`config.mk`:
```
export PLATFORM = sky130hd
export DESIGN_NAME = lspb_front
export DESIGN_NICKNAME = d
export VERILOG_FILES = /design/src/hdl/lspb_pkg.sv /design/src/hdl/lspb_front.sv
export SDC_FILE = /design/constraint.sdc
export NUM_CORES = 1
export LEC_CHECK = 0
export BUFFER_PORTS_ARGS = -buffer_cell sky130_fd_sc_hd__buf_2
export CELL_PAD_IN_SITES_DETAIL_PLACEMENT = 1
export CELL_PAD_IN_SITES_GLOBAL_PLACEMENT = 1
export CORE_AREA = 5 5 292 294
export CTS_CLUSTER_DIAMETER = 50
export CTS_CLUSTER_SIZE = 28
export DETAILED_ROUTE_END_ITERATION = 12
export DIE_AREA = 0 0 297 299
export PLACE_DENSITY = 0.68
export SLEW_MARGIN = 20
export SYNTH_ARGS = -nofsm -noshare
export SYNTH_HDL_FRONTEND = slang
export SYNTH_SLANG_ARGS = --single-unit
```
`constraint.sdc`:
```
create_clock -name clk -period 7.4 [get_ports clk]
set_input_delay 0 -clock clk [delete_from_list [all_inputs] [get_ports clk]]
set_output_delay 0 -clock clk [all_outputs]
set_load 0.01 [all_outputs]
```
`src/hdl/lspb_pkg.sv`:
```
package lspb_pkg;

	localparam int FRACTION_BITS = 16;
	localparam int WORD_BITS = 32;
	localparam int WIDE_BITS = 64;
	localparam int HALF_BITS = 32;
	localparam int MAG_BITS = WIDE_BITS - 1;
	localparam int CFG_INDEX_BITS = 3;
	localparam int DIV_STEPS = WORD_BITS + FRACTION_BITS;
	localparam int ROOT_STEPS = WORD_BITS - 1;
	localparam int ROOT_IN_BITS = 2 * ROOT_STEPS;
	localparam int CNT_BITS = $clog2(DIV_STEPS);
	localparam int MUL_LATENCY = 2;

	typedef logic signed [WIDE_BITS-1:0] wide_t;
	typedef logic [WORD_BITS-1:0] word_t;

	localparam wide_t WIDE_MAX = 64'sh3FFF_FFFF_FFFF_FFFF;
	localparam wide_t WORD_MAX = (64'sd1 <<< (WORD_BITS - 1)) - 64'sd1;
	localparam wide_t WORD_MIN = -WORD_MAX - 64'sd1;
	localparam wide_t TOL_Q = wide_t'(((64'd1 << FRACTION_BITS) + 64'd5000) / 64'd10000);
	localparam word_t END_TIME_RESET = word_t'(64'd1 << FRACTION_BITS);

	typedef enum logic [CFG_INDEX_BITS-1:0] {
		REG_START_POSITION = 3'd0,
		REG_END_POSITION   = 3'd1,
		REG_BLEND_ACCEL    = 3'd2,
		REG_START_TIME     = 3'd3,
		REG_END_TIME       = 3'd4
	} reg_index_t;

	typedef enum logic [1:0] {
		KIND_ACCEL  = 2'd0,
		KIND_CRUISE = 2'd1,
		KIND_DECEL  = 2'd2
	} seg_kind_t;

	typedef enum logic [2:0] {
		ST_IDLE,
		ST_SQUARE,
		ST_DIVIDE,
		ST_DISC,
		ST_ROOT,
		ST_VB,
		ST_QB,
		ST_QBF
	} setup_state_t;

	typedef struct packed {
		logic  err;
		wide_t a;
		wide_t q0;
		wide_t vb;
		wide_t qb;
		wide_t qbf;
		wide_t t0;
		wide_t tb;
		wide_t tfb;
		wide_t tf_tol;
	} lspb_params_t;

	typedef struct packed {
		logic      err;
		seg_kind_t kind;
		wide_t     x;
		wide_t     d;
	} lspb_job_t;

	function automatic wide_t add_sat(wide_t x, wide_t y);
		wide_t s;
		s = x + y;
		if (s > WIDE_MAX)
			return WIDE_MAX;
		if (s < -WIDE_MAX)
			return -WIDE_MAX;
		return s;
	endfunction

	function automatic wide_t half_tz(wide_t v);
		wide_t r;
		r = v + (v < 0 ? 64'sd1 : 64'sd0);
		return r >>> 1;
	endfunction

	function automatic word_t to_word(wide_t v);
		wide_t c;
		c = v;
		if (c > WORD_MAX)
			c = WORD_MAX;
		if (c < WORD_MIN)
			c = WORD_MIN;
		return c[WORD_BITS-1:0];
	endfunction

endpackage

```
`src/hdl/lspb_front.sv`:
```
module lspb_front (
	input  logic                   clk,
	input  logic                   arst_n,
	input  logic                   start,
	output logic                   busy,
	input  lspb_pkg::word_t        sample_time,
	input  logic                   setup_busy,
	input  lspb_pkg::lspb_params_t params,
	input  logic                   take,
	output logic                   job_valid,
	output lspb_pkg::lspb_job_t    job
);
	import lspb_pkg::*;

	localparam int DEPTH = 2;

	lspb_job_t queue_q [DEPTH];
	logic wr_ptr_q;
	logic rd_ptr_q;
	logic [1:0] count_q;
	logic accept;
	logic pop;
	wide_t t_w;
	logic in_accel;
	logic in_decel;
	lspb_job_t new_job;

	assign busy = setup_busy || count_q == 2'(DEPTH);
	assign accept = start && !busy;
	assign job_valid = count_q != '0;
	assign pop = job_valid && take;
	assign job = queue_q[rd_ptr_q];

	always_comb begin
		t_w = wide_t'({1'b0, sample_time});
		in_accel = t_w >= params.t0 && t_w <= params.tb;
		in_decel = t_w >= params.tfb && t_w <= params.tf_tol;
		new_job.err = params.err;
		if (in_accel) begin
			new_job.kind = KIND_ACCEL;
			new_job.x = params.a;
			new_job.d = t_w - params.t0;
		end else if (in_decel) begin
			new_job.kind = KIND_DECEL;
			new_job.x = -params.a;
			new_job.d = t_w - params.tfb;
		end else begin
			new_job.kind = KIND_CRUISE;
			new_job.x = params.vb;
			new_job.d = t_w - params.tb;
		end
	end

	always_ff @(posedge clk) begin
		if (accept)
			queue_q[wr_ptr_q] <= new_job;
	end

	always_ff @(posedge clk or negedge arst_n) begin
		if (!arst_n) begin
			wr_ptr_q <= 1'b0;
			rd_ptr_q <= 1'b0;
			count_q <= '0;
		end else begin
			if (accept)
				wr_ptr_q <= ~wr_ptr_q;
			if (pop)
				rd_ptr_q <= ~rd_ptr_q;
			count_q <= count_q + 2'(accept) - 2'(pop);
		end
	end

endmodule

```
==> flow_summary.toml, run 1 <==
[timing]
period_needed_ns = 5.25
maxSlewViolCount = 0
setup_viol = 0
skew_ns = 0.0170
tightest_slew_ns = 1.04
grt_setup_unrepaired = "no"
max_freq_mhz = 190
hold_viol_final = 0
min_period_over_period = 0.710
slew_headroom = 0.305
finalSetupTns_ns = 0

[hold_path]
hold_path_class = "in2reg"
hold_path_depth = 4
min_from = "params[174]"
whs_endpoint = "queue_q[0][46]$_DFFE_PP_"

[synthesis]
synth_cell_types = 91
syn_inst = 2371
synth_top_area_frac = 0.363
synth_area_um2 = 21700
async_reset_ff_frac = 0.0150
ys_ff_latch = 266
synthTopCellsByArea = "edfxtp_1 36%, ha_1 7.6%, mux2_2 7.0%"
yosysSeqAreaShare = 0.368
ys_warn_count = 0
yosysTopAreaCell = "edfxtp_1"
synth_edf_count = 262
syn-num-nets = 3119
ys.flop_type = "edfxtp_1"
synth.avg_cell_area_um2 = 9.14

[clocking]
cts_tree = "yes"
cts_root_buf = "clkbuf_16"
cts_setup_buffers = 0
cts_inserted_buffers = 29
cts_buffer_depth = 3
htreeDepth = 1
insertion_delay_ns = 0.59
cts.sinks = 266
clk_pin_slew_worst_paths_ns = 0.07

[finish]
final_core_utilization = 0.347
multi_input_comb_area_um2 = 12600
finalNetCount = 3835
drive_gt1_frac = 0.257
regArea_um2 = 7970
final_common_cell = "buf_2"
mostFrequentLayoutCells = "554 x buf_2, 262 x edfxtp_1, 261 x a21oi_1"
final.fill_count = 9785
area_delta_synth_final_pct = 32.5

[power_and_ir_drop]
p_sw_frac = 0.373
powerDensity_nw_per_um2 = 208
ir_drop_mv = 0.209
pwr-share-comb = 0.415
p_switching_mw = 2.23
leakagePower_nw = 11.4
p_int_mw = 3.75
power_frac_seq = 0.336
power_frac_clock = 0.249

[outcome]
status = "completed"

[die]
chipWidth_um = 297
rows = 106
pin_count = 747
die_h_um = 299
die-area_um2 = 88800
core_area_um2 = 82600
start_util = 0.262

[detailed_routing]
drtIter0Drc = 1276
drc = 0
via_count = 21817
ant_nets = 0
drtPass1Iterations = 5
post_drt_wl_per_cell_um = 22.8
drt-total-wl_um = 95800
viasPerCell = 5.18

[global_route]
grt-ovfl-total = 0
grt_max_degree = 148
grt_use_total = 0.203
grt_pass1_vias = 22897
grt_pass1_wl_um = 140000
antenna_found_initial = 24

[job]
drv_cap = 0

[critical_path]
crit_required_ns = 7.84
rr_worst_depth = 5
arrival_ns = 5.70
reg2reg_from = "count_q[0]$_DFF_PN0_"
r2r_end = "queue_q[0][31]$_DFFE_PP_"
crit_type = "in2reg"
startpoint_type = "input port"
path_max_fanout = 58
reg2reg_setup_slack_ns = 4.71
worstSetupEndpointType = "register"

[placement]
gp_congestion = 0.889
detailedPlacementHpwl_um = 74300
portBuffers = 554
-- final cells by class --
cell class | count | share of cell area
Sequential cell | 266 | 0.278
Clock buffer | 31 | 0.0255
Timing Repair Buffer | 789 | 0.177
Multi-Input combinational cell | 1832 | 0.440
Tap cell | 1080 | 0.0471
Inverter | 169 | 0.0221
Clock inverter | 22 | 0.00863
Antenna cell | 22 | 0.00192
-- synth_stat cells, drive strengths merged, types with 31 or more instances --
cell	instances
o21ai	157
a21oi	261
inv	169
mux2	134
buf	50
or3	42
nor3	70
nand4	35
nor2	131
nor4	38
edfxtp	262
ha	131
a211oi	31
xor2	90
nand3	76
clkbuf	54
xnor2	75
nand2	177
-- critical path, cell delays in order --
cell and delay, ns:
dlygate4sd3_1 0.52, buf_2 0.10, ha_1 0.15, inv_1 0.06, fa_1 0.42, a211oi_1 0.29
o21ai_0 0.13, or3b_2 0.24, nand3_1 0.19, a31o_2 0.35, o31ai_1 0.51, a31o_4 0.59
buf_4 0.63, a21oi_1 0.15, dlygate4sd3_1 0.60, a21oi_1 0.11, dlygate4sd3_1 0.60
-- how the worst max path moves through the flow --
stage	endpoint	slack [ns]	start
6_report	queue_q[1][93]$_DFFE_PP_	2.15	params[192]
5_1_grt	queue_q[1][93]$_DFFE_PP_	1.89	params[192]
4_1_cts	queue_q[0][96]$_DFFE_PP_	2.23	params[192]
3_5_place_dp	queue_q[1][32]$_DFFE_PP_	2.60	params[98]
3_3_place_gp	queue_q[0][20]$_DFFE_PP_	2.68	sample_time[0]
2_1_floorplan	queue_q[0][0]$_DFFE_PP_	0.63	count_q[0]$_DFF_PN0_
-- metal layers --
layer  global-route usage  vias up  part of all wire
li1                     -    10294                 -
met5                    0        -           0.00074
met2                0.355      697              0.48
met4               0.0669       12             0.032
met3               0.0426      142             0.065
met1                0.248    10672              0.42
-- sequential cells by signal, summed over array words and instances (netlist names) --
name and cells:
count_q 2, queue_q 262, rd_ptr_q 1, wr_ptr_q 1
-- kinds of logic after synthesis --
| family | share of synthesized area |
|---|---|
| adder cells (fa/ha/maj) | 0.0784 |
| XOR/XNOR | 0.0667 |
| AO/OA/AOI/OAI | 0.191 |
| buffers and inverters | 0.0522 |
| AND/OR/NAND/NOR | 0.167 |
| multiplexers | 0.0765 |
| flip-flops | 0.368 |
-- power by group through the flow --
stage	combinational (mW)	clock (mW)	sequential, mW
after floorplan	1.41	0	2.03
after global placement	2.33	0	2.03
after detailed placement	2.35	0	2.05
after CTS	2.51	1.53	2.01
after global routing	2.68	1.59	2.03
final	2.48	1.49	2.01
-- metrics by stage --
| stage | cells | hold slack [ns] | area [um2] | setup WS (ns) | total power, mW |
|---|---|---|---|---|---|
| final | 4211 | 0.0272 | 28700 | 2.15 | 5.98 |
| after global routing | 4198 | 0.0304 | 28700 | 1.89 | 6.30 |
| after CTS | 4189 | 0.00214 | 28700 | 2.23 | 6.05 |
| after detailed placement | 3920 | -0.189 | 25500 | 2.60 | 4.39 |
| after global placement | 3920 | -0.190 | 25500 | 2.68 | 4.36 |
| after floorplan | 2371 | -0.296 | 21700 | 0.634 | 3.44 |
-- what timing repair did --
item | CTS | global route
hold endpoints to repair | 225 | 0
endpoints found under the setup margin | 0 | 0
hold buffers | 216 | 0
gates resized for setup | 0 | 0
Note: power is estimated with default switching activity, not from simulation.
==> run 2, diff against run 1 <==
- clock period: 7.4 -> 5.2 ns (I/O delays scaled with it)
==> run 2 against run 1 <==
  * First-iteration DRC count barely moved
  * Utilization decreased by 0.24 points
  * Register-to-register slack got worse by 1.9 ns
  * Critical path depth is 2 lower
  * Global-route usage about the same
  * Clock power increased by 60%
  * Routed wire length fell by 0.46%
  * Critical endpoint is now queue_q[0][57]$_DFFE_PP_
==> flow_summary.toml, run 2 (synthesis results as in run 1) <==
[placement]
post_dp_cell_area_um2 = 25600
portBuffers = 554
gp_congestion = 0.892
detailedPlacementHpwl_um = 74900
pre_cts_ws_ns = 0.928

[timing]
hold_viol_final = 0
maxSlewViolCount = 0
setup_slack_ns = 0.784
hold_ws_ns = 0.0236
min_period_over_period = 0.849
skew_ns = 0.0118
tightest_slew_ns = 1.07
finalSetupTns_ns = 0
period_needed_ns = 4.42
slew_headroom = 0.268
setup_viol = 0
max_freq_mhz = 226
grt_setup_unrepaired = "no"

[finish]
regArea_um2 = 7970
stdcell_area_um2 = 28500
final_common_cell = "buf_2"
reg_top3 = "queue_q (262), count_q (2)"
largest_reg_flops = 262
final.fill_count = 9786
multi_input_comb_area_um2 = 12600
top_register = "queue_q"
area_delta_synth_final_pct = 31.5
drive_gt1_frac = 0.264
mostFrequentLayoutCells = "554 x buf_2, 262 x edfxtp_1, 261 x a21oi_1"
finalNetCount = 3804

[critical_path]
crit_required_ns = 5.47
arrival_ns = 4.69
crit_type = "in2reg"
startpoint_type = "input port"
path_max_fanout = 11
worstSetupEndpointType = "register"

[power_and_ir_drop]
leakagePower_nw = 11.3
powerDensity_nw_per_um2 = 308
ir_drop_mv = 0.403

[die]
pin_count = 747
die_h_um = 299
die-area_um2 = 88800
chipWidth_um = 297
core_area_um2 = 82600
rows = 106
start_util = 0.262

[outcome]
status = "completed"

[clocking]
cts_tree = "yes"
clk_pin_slew_worst_paths_ns = 0.07
cts_setup_buffers = 0
cts.sinks = 266
cts_inserted_buffers = 34
htreeDepth = 2
cts_root_buf = "clkbuf_16"
cts_buffer_depth = 3
insertion_delay_ns = 0.54

[global_route]
grt_max_degree = 132
grt-ovfl-total = 0
antenna_found_initial = 26
grt_pass1_vias = 22582
grt_use_total = 0.203
grt_pass1_wl_um = 140000

[detailed_routing]
via_count = 21566
viasPerCell = 5.17
ant_nets = 0
drc = 0
post_drt_wl_per_cell_um = 22.9
drtIter0Drc = 1277
drtPass1Iterations = 5
drt-total-wl_um = 95400

[hold_path]
hold_path_class = "in2reg"

[job]
drv_cap = 0
[run 2: cell count changes in the layout (fill, tap and decap cells not counted), moves of 2 or more]
cell           before  now
buf_12              1    6
inv_12              2    0
clkbuf_16          29   35
inv_8               1    3
clkinv_2            1    3
buf_4              18   23
clkbuf_1            2    0
dlygate4sd3_1     216  170
clkinv_8            5    3
diode_2            22   13
[run 2: metrics by stage]
step / power, mW / util / std cells
final: 8.77 / 0.345 / 4173
after global placement: 6.22 / 0.310 / 3930
after floorplan: 4.89 / - / 2371
after global routing: 9.22 / 0.345 / 4167
after CTS: 8.87 / 0.345 / 4160
after detailed placement: 6.27 / 0.310 / 3930
[run 2: critical path, stage by stage]
cell           delay [ns]
dlygate4sd3_1        0.54
buf_2                0.13
ha_1                 0.19
nor2b_1              0.18
o31a_1               0.25
o21ai_0              0.18
a2111oi_0            0.94
o21ba_2              0.35
a31oi_1              0.12
buf_4                0.26
or2_2                0.37
nor4_1               0.26
xor2_1               0.19
o221ai_1             0.13
dlygate4sd3_1        0.60
[run 2: routing by layer]
| metal | part of all wire | global-route usage |
|---|---|---|
| met1 | 0.43 | 0.257 |
| met2 | 0.48 | 0.353 |
| met3 | 0.055 | 0.0376 |
| met5 | 0.0019 | 0 |
| met4 | 0.031 | 0.0619 |
[run 2: layout make-up]
| class | instances | share of cell area |
|---|---|---|
| diodes | 13 | 0.00114 |
| clock buffers | 35 | 0.0307 |
| clock inverters | 25 | 0.00904 |
| inverters | 169 | 0.0223 |
| multi-input cells | 1832 | 0.443 |
| flip-flops and latches | 266 | 0.280 |
| well taps | 1080 | 0.0474 |
| repair buffers | 753 | 0.167 |
[run 2: timing repair]
| item | in CTS | in global routing |
|---|---|---|
| hold endpoints to repair | 196 | 0 |
| gates resized for setup | 0 | 0 |
| hold buffers | 170 | 0 |
| setup endpoints to repair | 0 | 0 |
[run 2: final timing paths]
kind | start | to | slack, ns | depth (start not counted)
worst max-delay path | params[192] | queue_q[0][57]$_DFFE_PP_ | 0.78 | 15
worst min-delay path | params[100] | queue_q[1][36]$_DFFE_PP_ | 0.02 | 5
worst max register to register | count_q[0]$_DFF_PN0_ | queue_q[1][57]$_DFFE_PP_ | 2.80 | 4
worst min register to register | count_q[1]$_DFF_PN0_ | count_q[1]$_DFF_PN0_ | 0.51 | 1
max in group asynchronous | arst_n | rd_ptr_q$_DFFE_PN0P_ | 4.58 | 3
min in group asynchronous | arst_n | rd_ptr_q$_DFFE_PN0P_ | 0.42 | 3
[run 2: power by group]
part | internal [mW] | switching (mW)
Clock | 1.33 | 1.06
Sequential | 2.76 | 0.170
Combinational | 1.47 | 1.97
